$ cat src/rtl/minmax_peak_decimator_macros.svh
// Assertion macros used by the minmax_peak_decimator controller (mmpd_ctrl).
// Each macro expects clk and arst_n in the scope of its use.
`ifndef MINMAX_PEAK_DECIMATOR_MACROS_SVH
`define MINMAX_PEAK_DECIMATOR_MACROS_SVH

// Same-cycle implication, disabled while in reset.
`define MMPD_ASSERT_SAME(label, ante, cons, msg) \
	label: assert property (@(posedge clk) disable iff (!arst_n) (ante) |-> (cons)) \
		else $error(msg);

// Next-cycle implication, disabled while in reset.
`define MMPD_ASSERT_NEXT(label, ante, cons, msg) \
	label: assert property (@(posedge clk) disable iff (!arst_n) (ante) |=> (cons)) \
		else $error(msg);

`endif

$ cat src/rtl/mmpd_pkg.sv
// Shared types, constants and the reciprocal table of the min/max peak decimator.
// No dependencies; used by every module under rtl/.
`timescale 1ns / 1ps

package mmpd_pkg;

	localparam int SAMPLE_BITS    = 24;
	localparam int MAX_CHANNELS   = 8;
	localparam int MAX_BUCKETS    = 8192;
	localparam int MAX_RUN        = 64;

	localparam int CHAN_SEL_BITS  = $clog2(MAX_CHANNELS);
	localparam int SUM_BITS       = SAMPLE_BITS + CHAN_SEL_BITS;
	localparam int RECIP_SHIFT    = SUM_BITS + CHAN_SEL_BITS;
	localparam int RECIP_BITS     = RECIP_SHIFT + 1;
	localparam int PROD_BITS      = SUM_BITS + RECIP_BITS;

	localparam int FRAME_BITS     = 31;
	localparam int COUNT_BITS     = 14;
	localparam int BUCKET_BITS    = 13;
	localparam int CHAN_REG_BITS  = 4;
	localparam int CFG_DATA_BITS  = 31;
	localparam int CFG_INDEX_BITS = 2;

	localparam logic [CFG_INDEX_BITS-1:0] REG_BUCKET_COUNT  = 2'd0;
	localparam logic [CFG_INDEX_BITS-1:0] REG_CLIP_FRAMES   = 2'd1;
	localparam logic [CFG_INDEX_BITS-1:0] REG_CHANNEL_COUNT = 2'd2;

	typedef struct packed {
		logic signed [SAMPLE_BITS-1:0] sample;
		logic                          restart;
	} in_item_t;

	typedef struct packed {
		logic [BUCKET_BITS-1:0]        bucket_index;
		logic signed [SAMPLE_BITS-1:0] bucket_min;
		logic [SAMPLE_BITS-2:0]        bucket_max;
		logic                          run_last;
		logic                          clip_done;
		logic                          count_limited;
	} out_item_t;

	typedef struct packed {
		logic take;
		logic clip_start;
		logic open_step;
		logic open_fold;
		logic accumulate;
		logic multiply;
		logic fold;
		logic close;
		logic out_load;
		logic run_last;
		logic frame_inc;
	} cmd_t;

	typedef struct packed {
		logic need_start;
		logic div_done;
		logic frame_done;
		logic close_hit;
		logic last_bucket;
		logic hold_done;
	} status_t;

	// ceil(2^RECIP_SHIFT / d) for d = code + 1; exact floor division for any sum magnitude
	function automatic logic [RECIP_BITS-1:0] recip(input logic [CHAN_SEL_BITS-1:0] code);
		logic [RECIP_BITS-1:0] r;
		unique case (code)
			3'd0: r = 31'd1073741824;
			3'd1: r = 31'd536870912;
			3'd2: r = 31'd357913942;
			3'd3: r = 31'd268435456;
			3'd4: r = 31'd214748365;
			3'd5: r = 31'd178956971;
			3'd6: r = 31'd153391690;
			3'd7: r = 31'd134217728;
			default: r = 31'd1073741824;
		endcase
		return r;
	endfunction

endpackage

$ cat src/rtl/mmpd_div.sv
// Restoring divider, one quotient bit per cycle: frames / buckets at clip start.
// Depends on mmpd_pkg for the field widths.
`timescale 1ns / 1ps

module mmpd_div (
	input  logic                             clk,
	input  logic                             arst_n,
	input  logic                             start,
	input  logic [mmpd_pkg::FRAME_BITS-1:0]  dividend,
	input  logic [mmpd_pkg::COUNT_BITS-1:0]  divisor,
	output logic                             done,
	output logic [mmpd_pkg::FRAME_BITS-1:0]  quotient,
	output logic [mmpd_pkg::BUCKET_BITS-1:0] remainder
);

	localparam int QW = mmpd_pkg::FRAME_BITS;
	localparam int RW = mmpd_pkg::BUCKET_BITS;
	localparam int CW = $clog2(QW);

	logic          busy_q;
	logic          done_q;
	logic [CW-1:0] cnt_q;
	logic [QW-1:0] quo_q;
	logic [RW-1:0] rem_q;
	logic [mmpd_pkg::COUNT_BITS-1:0] dvs_q;

	logic [RW:0]   shifted;
	logic          fits;
	logic [RW:0]   diff;

	always_comb begin
		shifted = {rem_q, quo_q[QW-1]};
		fits    = shifted >= (RW+1)'(dvs_q);
		diff    = shifted - (RW+1)'(dvs_q);
	end

	always_ff @(posedge clk or negedge arst_n) begin
		if (!arst_n) begin
			busy_q <= 1'b0;
			done_q <= 1'b0;
			cnt_q  <= '0;
		end else begin
			done_q <= 1'b0;
			if (start) begin
				busy_q <= 1'b1;
				cnt_q  <= '0;
			end else if (busy_q) begin
				cnt_q <= cnt_q + CW'(1);
				if (cnt_q == CW'(QW - 1)) begin
					busy_q <= 1'b0;
					done_q <= 1'b1;
				end
			end
		end
	end

	// remainder stays below the divisor, so it fits the narrow register
	always_ff @(posedge clk) begin
		if (start) begin
			quo_q <= dividend;
			rem_q <= '0;
			dvs_q <= divisor;
		end else if (busy_q) begin
			quo_q <= {quo_q[QW-2:0], fits};
			rem_q <= fits ? diff[RW-1:0] : shifted[RW-1:0];
		end
	end

	assign done      = done_q;
	assign quotient  = quo_q;
	assign remainder = rem_q;

endmodule

$ cat src/rtl/mmpd_dp.sv
// Datapath: config registers, channel accumulator, mono divide, min/max, bucket bounds.
// Depends on mmpd_pkg and mmpd_div; driven by mmpd_ctrl through cmd_t and status_t.
`timescale 1ns / 1ps

module mmpd_dp #(
	parameter int MAX_RUN = mmpd_pkg::MAX_RUN
) (
	input  logic                                clk,
	input  logic                                arst_n,
	input  logic                                cfg_write,
	input  logic [mmpd_pkg::CFG_INDEX_BITS-1:0] cfg_index,
	input  logic [mmpd_pkg::CFG_DATA_BITS-1:0]  cfg_data,
	input  mmpd_pkg::in_item_t                  in_data,
	input  mmpd_pkg::cmd_t                      cmd,
	output mmpd_pkg::status_t                   status,
	output mmpd_pkg::out_item_t                 out_data
);

	localparam int SB  = mmpd_pkg::SAMPLE_BITS;
	localparam int SW  = mmpd_pkg::SUM_BITS;
	localparam int FW  = mmpd_pkg::FRAME_BITS;
	localparam int CNW = mmpd_pkg::COUNT_BITS;
	localparam int BW  = mmpd_pkg::BUCKET_BITS;
	localparam int CSW = mmpd_pkg::CHAN_SEL_BITS;
	localparam int CRW = mmpd_pkg::CHAN_REG_BITS;
	localparam int PW  = mmpd_pkg::PROD_BITS;
	localparam int RS  = mmpd_pkg::RECIP_SHIFT;
	localparam int LW  = FW + $clog2(MAX_RUN + 1);

	// configuration registers
	logic [CNW-1:0] reg_buckets_q;
	logic [FW-1:0]  reg_frames_q;
	logic [CRW-1:0] reg_channels_q;

	// clip state
	logic                 active_q;
	logic                 limited_q;
	logic [CNW-1:0]       eff_buckets_q;
	logic [CSW-1:0]       eff_chm1_q;
	logic signed [SB-1:0] sample_q;
	logic signed [SW-1:0] sum_q;
	logic [CSW-1:0]       seen_q;
	logic [FW-1:0]        frame_q;
	logic [BW-1:0]        bucket_q;
	logic signed [SB-1:0] min_q;
	logic signed [SB-1:0] max_q;
	logic signed [SB-1:0] mono_q;
	logic [FW-1:0]        bucket_end_q;
	logic [FW-1:0]        qraw_q;
	logic [BW-1:0]        rem_q;
	logic [PW-1:0]        prod_s1;
	logic                 neg_s1;

	// result waiting for the output register
	logic [BW-1:0]        hold_idx_q;
	logic signed [SB-1:0] hold_min_q;
	logic [SB-2:0]        hold_max_q;
	logic                 hold_done_q;
	mmpd_pkg::out_item_t  out_q;

	// divider results: frames per bucket and leftover
	logic          div_done;
	logic [FW-1:0] div_quo;
	logic [BW-1:0] div_rem;

	logic [CNW-1:0]       b_clamp;
	logic [FW-1:0]        n_eff;
	logic [LW-1:0]        limit;
	logic                 limit_hit;
	logic [CNW-1:0]       b_eff;
	logic [CSW-1:0]       ch_m1;
	logic signed [SW-1:0] sum_new;
	logic [SW-1:0]        abs_sum;
	logic [PW-RS-1:0]     quo_mag;
	logic [PW-RS-1:0]     quo_signed;
	logic signed [SB-1:0] mono_c;
	logic signed [SB-1:0] fold_v;
	logic [BW:0]          rem_sum;
	logic                 carry;
	logic [BW-1:0]        rem_next;
	logic [FW-1:0]        q_next;
	logic [FW-1:0]        end_next;
	logic                 lo_is_frame;

	mmpd_div u_div (
		.clk       (clk),
		.arst_n    (arst_n),
		.start     (cmd.clip_start),
		.dividend  (n_eff),
		.divisor   (b_eff),
		.done      (div_done),
		.quotient  (div_quo),
		.remainder (div_rem)
	);

	always_comb begin
		if (reg_buckets_q == '0) begin
			b_clamp = CNW'(1);
		end else if (reg_buckets_q > CNW'(mmpd_pkg::MAX_BUCKETS)) begin
			b_clamp = CNW'(mmpd_pkg::MAX_BUCKETS);
		end else begin
			b_clamp = reg_buckets_q;
		end
		n_eff     = (reg_frames_q == '0) ? FW'(1) : reg_frames_q;
		limit     = LW'(MAX_RUN) * LW'(n_eff);
		limit_hit = LW'(b_clamp) > limit;
		b_eff     = limit_hit ? limit[CNW-1:0] : b_clamp;
		if (reg_channels_q == '0) begin
			ch_m1 = '0;
		end else if (reg_channels_q > CRW'(mmpd_pkg::MAX_CHANNELS)) begin
			ch_m1 = CSW'(mmpd_pkg::MAX_CHANNELS - 1);
		end else begin
			ch_m1 = CSW'(reg_channels_q - CRW'(1));
		end
	end

	// accumulate and divide by the channel count through the reciprocal
	always_comb begin
		sum_new    = sum_q + SW'(sample_q);
		abs_sum    = sum_q[SW-1] ? SW'(-sum_q) : SW'(sum_q);
		quo_mag    = prod_s1[PW-1:RS];
		quo_signed = neg_s1 ? ((PW-RS)'(0) - quo_mag) : quo_mag;
		mono_c     = signed'(quo_signed[SB-1:0]);
		fold_v     = cmd.fold ? mono_c : mono_q;
	end

	// next bucket bounds from the running remainder
	always_comb begin
		rem_sum     = (BW+1)'(rem_q) + (BW+1)'(div_rem);
		carry       = rem_sum >= (BW+1)'(eff_buckets_q);
		rem_next    = carry ? BW'(rem_sum - (BW+1)'(eff_buckets_q)) : rem_sum[BW-1:0];
		q_next      = qraw_q + div_quo + FW'(carry);
		end_next    = (q_next > qraw_q) ? q_next : qraw_q + FW'(1);
		lo_is_frame = qraw_q == frame_q;
	end

	always_comb begin
		status.need_start  = in_data.restart || !active_q;
		status.div_done    = div_done;
		status.frame_done  = seen_q == eff_chm1_q;
		status.close_hit   = (CNW'(bucket_q) < eff_buckets_q) &&
		                     ((FW+1)'(bucket_end_q) == (FW+1)'(frame_q) + (FW+1)'(1));
		status.last_bucket = (CNW'(bucket_q) + CNW'(1)) == eff_buckets_q;
		status.hold_done   = hold_done_q;
	end

	always_ff @(posedge clk or negedge arst_n) begin
		if (!arst_n) begin
			reg_buckets_q  <= CNW'(1);
			reg_frames_q   <= FW'(1);
			reg_channels_q <= CRW'(1);
			active_q       <= 1'b0;
		end else begin
			if (cfg_write) begin
				unique case (cfg_index)
					mmpd_pkg::REG_BUCKET_COUNT:  reg_buckets_q  <= cfg_data[CNW-1:0];
					mmpd_pkg::REG_CLIP_FRAMES:   reg_frames_q   <= cfg_data[FW-1:0];
					mmpd_pkg::REG_CHANNEL_COUNT: reg_channels_q <= cfg_data[CRW-1:0];
					default: ;
				endcase
			end
			if (cmd.clip_start) begin
				active_q <= 1'b1;
			end else if (cmd.close && status.last_bucket) begin
				active_q <= 1'b0;
			end
		end
	end

	always_ff @(posedge clk) begin
		if (cmd.take) begin
			sample_q <= in_data.sample;
		end
		if (cmd.clip_start) begin
			eff_buckets_q <= b_eff;
			eff_chm1_q    <= ch_m1;
			limited_q     <= limit_hit;
			sum_q         <= '0;
			seen_q        <= '0;
			frame_q       <= '0;
			bucket_q      <= '0;
			min_q         <= '0;
			max_q         <= '0;
			qraw_q        <= '0;
			rem_q         <= '0;
		end
		if (cmd.accumulate) begin
			sum_q  <= sum_new;
			seen_q <= status.frame_done ? '0 : seen_q + CSW'(1);
		end
		if (cmd.multiply) begin
			prod_s1 <= PW'(abs_sum) * PW'(mmpd_pkg::recip(eff_chm1_q));
			neg_s1  <= sum_q[SW-1];
		end
		if (cmd.fold) begin
			mono_q <= mono_c;
			sum_q  <= '0;
		end
		if (cmd.fold || (cmd.open_fold && lo_is_frame)) begin
			if (fold_v < min_q) min_q <= fold_v;
			if (fold_v > max_q) max_q <= fold_v;
		end
		if (cmd.open_step) begin
			qraw_q       <= q_next;
			rem_q        <= rem_next;
			bucket_end_q <= end_next;
		end
		if (cmd.close) begin
			hold_idx_q  <= bucket_q;
			hold_min_q  <= min_q;
			hold_max_q  <= max_q[SB-2:0];
			hold_done_q <= status.last_bucket;
			bucket_q    <= bucket_q + BW'(1);
			min_q       <= '0;
			max_q       <= '0;
		end
		if (cmd.frame_inc) begin
			frame_q <= frame_q + FW'(1);
		end
		if (cmd.out_load) begin
			out_q.bucket_index  <= hold_idx_q;
			out_q.bucket_min    <= hold_min_q;
			out_q.bucket_max    <= hold_max_q;
			out_q.run_last      <= cmd.run_last;
			out_q.clip_done     <= hold_done_q;
			out_q.count_limited <= limited_q;
		end
	end

	assign out_data = out_q;

endmodule

$ cat src/rtl/mmpd_ctrl.sv
// Controller: sequences accumulate, divide, fold and bucket close steps; owns out_valid.
// Depends on mmpd_pkg and the assertion macros header.
`timescale 1ns / 1ps
`include "minmax_peak_decimator_macros.svh"

module mmpd_ctrl #(
	parameter int MAX_RUN = mmpd_pkg::MAX_RUN
) (
	input  logic              clk,
	input  logic              arst_n,
	input  logic              in_valid,
	output logic              in_ready,
	output logic              out_valid,
	input  logic              out_ready,
	input  mmpd_pkg::status_t status,
	output mmpd_pkg::cmd_t    cmd
);

	localparam int RUN_BITS = $clog2(MAX_RUN + 1);

	localparam logic [3:0] ST_IDLE  = 4'd0;
	localparam logic [3:0] ST_START = 4'd1;
	localparam logic [3:0] ST_DIV   = 4'd2;
	localparam logic [3:0] ST_OPEN0 = 4'd3;
	localparam logic [3:0] ST_ACC   = 4'd4;
	localparam logic [3:0] ST_MUL   = 4'd5;
	localparam logic [3:0] ST_FOLD  = 4'd6;
	localparam logic [3:0] ST_CLOSE = 4'd7;
	localparam logic [3:0] ST_OPEN  = 4'd8;
	localparam logic [3:0] ST_EMIT  = 4'd9;

	logic [3:0]          state_q;
	logic [3:0]          state_d;
	logic [RUN_BITS-1:0] run_cnt_q;
	logic                out_valid_q;
	logic                more;
	logic                out_free;

	always_comb begin
		more     = !status.hold_done && status.close_hit && (run_cnt_q < RUN_BITS'(MAX_RUN));
		out_free = !out_valid_q || out_ready;
		cmd      = '0;
		state_d  = state_q;
		unique case (state_q)
			ST_IDLE: begin
				if (in_valid) begin
					cmd.take = 1'b1;
					state_d  = status.need_start ? ST_START : ST_ACC;
				end
			end
			ST_START: begin
				cmd.clip_start = 1'b1;
				state_d        = ST_DIV;
			end
			ST_DIV: begin
				if (status.div_done) state_d = ST_OPEN0;
			end
			ST_OPEN0: begin
				cmd.open_step = 1'b1;
				state_d       = ST_ACC;
			end
			ST_ACC: begin
				cmd.accumulate = 1'b1;
				state_d        = status.frame_done ? ST_MUL : ST_IDLE;
			end
			ST_MUL: begin
				cmd.multiply = 1'b1;
				state_d      = ST_FOLD;
			end
			ST_FOLD: begin
				cmd.fold = 1'b1;
				if (status.close_hit) begin
					state_d = ST_CLOSE;
				end else begin
					cmd.frame_inc = 1'b1;
					state_d       = ST_IDLE;
				end
			end
			ST_CLOSE: begin
				cmd.close = 1'b1;
				state_d   = status.last_bucket ? ST_EMIT : ST_OPEN;
			end
			ST_OPEN: begin
				cmd.open_step = 1'b1;
				cmd.open_fold = 1'b1;
				state_d       = ST_EMIT;
			end
			ST_EMIT: begin
				// hold the result until the output register frees up
				if (out_free) begin
					cmd.out_load = 1'b1;
					cmd.run_last = !more;
					if (more) begin
						state_d = ST_CLOSE;
					end else begin
						cmd.frame_inc = 1'b1;
						state_d       = ST_IDLE;
					end
				end
			end
			default: state_d = ST_IDLE;
		endcase
	end

	always_ff @(posedge clk or negedge arst_n) begin
		if (!arst_n) begin
			state_q     <= ST_IDLE;
			run_cnt_q   <= '0;
			out_valid_q <= 1'b0;
		end else begin
			state_q <= state_d;
			if (cmd.fold) begin
				run_cnt_q <= '0;
			end else if (cmd.close) begin
				run_cnt_q <= run_cnt_q + RUN_BITS'(1);
			end
			if (cmd.out_load) begin
				out_valid_q <= 1'b1;
			end else if (out_ready) begin
				out_valid_q <= 1'b0;
			end
		end
	end

	assign in_ready  = state_q == ST_IDLE;
	assign out_valid = out_valid_q;

	`MMPD_ASSERT_NEXT(a_one_item_at_a_time, in_valid && in_ready, !in_ready, "input taken while busy")
	`MMPD_ASSERT_SAME(a_no_overwrite, cmd.out_load && out_valid_q, out_ready, "result overwritten before transfer")
	`MMPD_ASSERT_SAME(a_div_done_in_wait, status.div_done, state_q == ST_DIV, "divider finished outside its wait")
	`MMPD_ASSERT_SAME(a_run_bound, 1'b1, run_cnt_q <= RUN_BITS'(MAX_RUN), "run count past its limit")

endmodule

$ cat src/rtl/minmax_peak_decimator.sv
// Min/max peak decimator: takes interleaved signed samples one channel per transfer,
// averages each frame into a mono value (truncated toward zero) and reports, for each
// of the clip's buckets, its index and the lowest and highest mono value, both starting
// at zero. A sample that does not finish a frame is only accumulated; a finished frame
// also passes through the reciprocal multiply, its register and the fold, then closes
// each bucket it ends (close, next-bound update, output load; the clip's final bucket
// needs no next bound), waiting while the output is stalled.
// The first sample of a clip also waits for the 31-step restoring divider
// that splits the frame count over the buckets; bounds after that advance by addition.
// Registers written while idle take effect at the next clip start.
// Depends on mmpd_pkg, mmpd_ctrl, mmpd_dp and mmpd_div.
`timescale 1ns / 1ps

module minmax_peak_decimator #(
	parameter int MAX_RUN = mmpd_pkg::MAX_RUN
) (
	input  logic                                clk,
	input  logic                                arst_n,
	input  logic                                cfg_write,
	input  logic [mmpd_pkg::CFG_INDEX_BITS-1:0] cfg_index,
	input  logic [mmpd_pkg::CFG_DATA_BITS-1:0]  cfg_data,
	input  logic                                in_valid,
	output logic                                in_ready,
	input  mmpd_pkg::in_item_t                  in_data,
	output logic                                out_valid,
	input  logic                                out_ready,
	output mmpd_pkg::out_item_t                 out_data
);

	mmpd_pkg::cmd_t    cmd;
	mmpd_pkg::status_t status;

	mmpd_ctrl #(
		.MAX_RUN (MAX_RUN)
	) u_ctrl (
		.clk       (clk),
		.arst_n    (arst_n),
		.in_valid  (in_valid),
		.in_ready  (in_ready),
		.out_valid (out_valid),
		.out_ready (out_ready),
		.status    (status),
		.cmd       (cmd)
	);

	mmpd_dp #(
		.MAX_RUN (MAX_RUN)
	) u_dp (
		.clk       (clk),
		.arst_n    (arst_n),
		.cfg_write (cfg_write),
		.cfg_index (cfg_index),
		.cfg_data  (cfg_data),
		.in_data   (in_data),
		.cmd       (cmd),
		.status    (status),
		.out_data  (out_data)
	);

endmodule
$ cat config.mk
export PLATFORM = sky130hd
export DESIGN_NAME = minmax_peak_decimator
export DESIGN_NICKNAME = d
export VERILOG_FILES = /design/src/rtl/mmpd_pkg.sv /design/src/rtl/mmpd_div.sv /design/src/rtl/mmpd_dp.sv /design/src/rtl/mmpd_ctrl.sv /design/src/rtl/minmax_peak_decimator.sv
export VERILOG_INCLUDE_DIRS = /design/src /design/src/rtl
export SDC_FILE = /design/constraint.sdc
export NUM_CORES = 2
export LEC_CHECK = 0
export BUFFER_PORTS_ARGS = -buffer_cell sky130_fd_sc_hd__buf_2
export CAP_MARGIN = 25
export CORE_UTILIZATION = 30
export DETAILED_ROUTE_END_ITERATION = 6
export GPL_ROUTABILITY_DRIVEN = 0
export PLACE_DENSITY = 0.55
export SLEW_MARGIN = 40
export SYNTH_ARGS = -nofsm -noshare
export SYNTH_HDL_FRONTEND = slang
export SYNTH_SLANG_ARGS = --single-unit
export TNS_END_PERCENT = 1
$ cat constraint.sdc
create_clock -name clk -period 11.4 [get_ports clk]
set_input_delay 0 -clock clk [delete_from_list [all_inputs] [get_ports clk]]
set_output_delay 0 -clock clk [all_outputs]
set_load 0.02 [all_outputs]
==> key figures <==
Floorplanning
  • Effective utilization at floorplan: a little under a third
  • Die Ht: 411.9 um
  • Width of the chip: 411.9 um
  • Number of top-level pins: 128
  • Row cnt: 150
  • Area enclosed by the die boundary: 169700 um^2
  • Core outline area: around 170000 um^2

Yosys
  • Avg Cell Area, Syn: 9.859 um^2
  • Synth top area share: 22.68%
  • Top area cells in the synthesized netlist: sky130_fd_sc_hd__fa_1 23%, sky130_fd_sc_hd__edfxtp_1 20%, sky130_fd_sc_hd__ha_1 9.5%, sky130_fd_sc_hd__inv_1 7.4%, sky130_fd_sc_hd__dfxtp_1 5.0%
  • Most used flip-flop cell after synthesis: sky130_fd_sc_hd__edfxtp_1
  • Async S/R FF share, synth: 12.83%
  • Number of instances in the synthesized netlist: slightly above 5000
  • Register bit count reported by yosys: 538
  • Proportion of synthesized chip area in sequential cells: 28.89%
  • Number of warnings printed during yosys synthesis: 0
  • Mapped Nets: 6128
  • Netlist Area Pre-Place: 50410 um^2
  • Post-synth EDFFs: 344
  • Count of cell types in the netlist: a little under 90
  • Biggest area consumer among synthesized cells: sky130_fd_sc_hd__fa_1

GRT
  • Total congestion overflow after global routing: 0
  • Initial antenna violation count: 3
  • Largest net degree at the start of global routing: 88
  • Via count of the first global-routing pass: 37590
  • All-Layer GR Usage: 17.07%
  • First-pass GRT wire length: 222.5 mm

Detailed routing
  • Total detailed-routing wirelength: approximately 140 mm
  • Antenna violation net count after detailed routing: 0
  • Initial detailed-routing violation count: 2260
  • Drt drc: 0
  • Routed via count divided by cell count: 4.821
  • Via count: 36220
  • Number of optimization iterations in the first detailed-route pass: 6
  • WL per Instance: 19.00 um

Placement
  • DP Wirelength: 115.0 mm
  • Number of port buffers: about 130

Worst setup path
  • Maximum single-stage delay on the critical path: 0.67 ns
  • Maximum net fanout on the critical path: 18
  • FF-to-FF path depth: 30
  • Startpoint of the lowest-slack register-to-register path: u_dp.sum_q[0]$_SDFFE_PP0P_
  • Critical path class: register to register
  • Endpoint kind of the worst setup timing path: register
  • Required time reported for the critical path endpoint: approximately 12 ns
  • Signal arrival time at the worst endpoint: 10.65 ns
  • Startpoint type of the worst setup path: register
  • Cell with the largest stage delay on the worst path: sky130_fd_sc_hd__or4b_2
  • Critical Path Most Common Cell: sky130_fd_sc_hd__fa_1
  • Setup slack of the most critical reg-to-reg path: ~1.1 ns
  • Worst Setup SP: u_dp.sum_q[0]$_SDFFE_PP0P_
  • Endpoint of the worst-slack reg-to-reg timing path: u_dp.prod_s1[52]$_DFFE_PP_

Finish
  • Area of the multi-input gates: between 30000 and 40000 um^2
  • Most frequent standard cell in the layout excluding fill and tap cells: sky130_fd_sc_hd__inv_1
  • Seq. cell area: about 15000 um^2
  • Net count, final: 6272
  • Share of post-route cells with drive strength above 1: 8.721%
  • N_diodes: 0
  • Post-synthesis to final-layout area growth: 12.52%
  • Number of fill cells: 17050
  • Commonest cells after routing, fill and taps aside: 995 x sky130_fd_sc_hd__inv_1, 571 x sky130_fd_sc_hd__fa_1, 487 x sky130_fd_sc_hd__nand2_1
  • Post-route core utilization: 33.96%

Clocking
  • Sink Count: 538
  • Number of H-tree branching levels: 3
  • Setup fix buffers added after clock tree synthesis: 0
  • Clk slew on worst S/H paths: ~0.060 ns
  • Clock tree from TritonCTS: built
  • Clock Tree Root: sky130_fd_sc_hd__clkbuf_16
  • Number of buffers between clock root and the deepest sink: 3
  • Later-pin clock latency in the skew report: 0.64 ns
  • Clock buffers created by TritonCTS: 66
  • Resized cells post-CTS: 0

Timing
  • Final critical path time including I/O delays and setup: 10.29 ns
  • Worst-case clock skew: roughly 0.032 ns
  • Setup_tns: 0 ns
  • Unrepaired setup endpoints after global routing: no
  • Total count of max-transition violations in the final report: 0
  • Worst hold slack: 0.05760 ns
  • Total count of hold-check failures in the final report: 0
  • Worst rel slew slack: between 40% and 50%
  • Slew of the pin with the lowest slew margin: 0.8284 ns
  • Highest achievable clock rate: roughly 100 MHz
  • Setup violators final: 0
  • Final worst-path cycle share: 90.22%

Min path
  • Classification of the worst-slack hold path: input port to register
  • Hold EP: u_ctrl.state_q[0]$_DFFE_PN0P_
  • Launch point of the worst hold path: in_data[0]
  • Hold Crit Depth: 6

Job
  • Max-cap check violation count: 0

Outcome
  • Run status: finished, final reports clean
[registers in the layout, summed over array words and instances (netlist names), 27 cells and up, named ones only]
name	flops
u_dp.out_data	63
u_dp.qraw_q	31
u_dp.u_div.quotient	31
u_dp.frame_q	31
u_dp.sum_q	27
u_dp.bucket_end_q	31
u_dp.reg_frames_q	31
[routing by layer]
layer	wire length [um]	part of all wire, %	global-route usage (%)
met3	8567	6.0	3.155
met5	15	0.011	0
met4	5270	3.7	6.367
met2	66310	46	27.95
met1	62550	44	22.33
[worst max-delay path by stage]
stage | slack, ns | to
after detailed placement | 1.29 | u_dp.prod_s1[52]$_DFFE_PP_
after global placement | 1.42 | u_dp.prod_s1[52]$_DFFE_PP_
after CTS | 1.25 | u_dp.prod_s1[52]$_DFFE_PP_
final | 1.11 | u_dp.prod_s1[52]$_DFFE_PP_
after floorplan | 2.36 | u_dp.prod_s1[50]$_DFFE_PP_
after global routing | 0.63 | u_dp.prod_s1[50]$_DFFE_PP_
[metrics by stage]
step	setup WS, ns	instances	instance area (um^2)
final	1.114	7513	56720
after global routing	0.6334	7513	56720
after CTS	1.253	7512	56680
after detailed placement	1.287	7325	53720
after floorplan	2.361	5113	50410
after global placement	1.416	7323	53580
[layout make-up]
type / count / share of cell area, %
Multi-Input combinational cell: 3404 / 55.70
Sequential cell: 538 / 25.68
Inverter: 998 / 6.607
Tap cell: 2204 / 4.862
Timing Repair Buffer: 249 / 3.141
Clock buffer: 81 / 3.121
Clock inverter: 39 / 0.8868
[Yosys cell counts (108+ instances only)]
cell                         n
sky130_fd_sc_hd__fa_1      571
sky130_fd_sc_hd__o21ai_0   154
sky130_fd_sc_hd__nand2_1   489
sky130_fd_sc_hd__a21oi_1   190
sky130_fd_sc_hd__dfxtp_1   125
sky130_fd_sc_hd__and2_1    146
sky130_fd_sc_hd__clkbuf_1  140
sky130_fd_sc_hd__edfxtp_1  344
sky130_fd_sc_hd__xor2_1    108
sky130_fd_sc_hd__xnor2_1   187
sky130_fd_sc_hd__nor2_1    221
sky130_fd_sc_hd__inv_1     995
sky130_fd_sc_hd__ha_1      381
[worst max-delay path: cells and delay by family (launching register included)]
family | cells | cell delay [ns]
xor+xnor | 2 | 0.43
buf+inv | 6 | 0.68
simple gates | 5 | 1.89
flops | 1 | 0.50
fa+ha+maj | 9 | 4.17
compound gates | 8 | 2.34
[cell families after synthesis]
kind of cell,count (synthesis),synth area share (%)
buffers and inverters,1171,8.856
multiplexers,117,2.477
flip-flops,538,28.89
AND/OR/NAND/NOR,1367,13.70
XOR/XNOR,303,5.495
AO/OA/AOI/OAI,664,8.434
adder cells (fa/ha/maj),953,32.15
[timing repair]
item	in CTS	in global routing
endpoints found under the hold margin	147	0
endpoints found under the setup margin	0	0
hold buffers	67	0
Power is left out: the tool's default activity adds up to more than one toggle a clock period on the data nets, which glitch-free logic cannot reach.
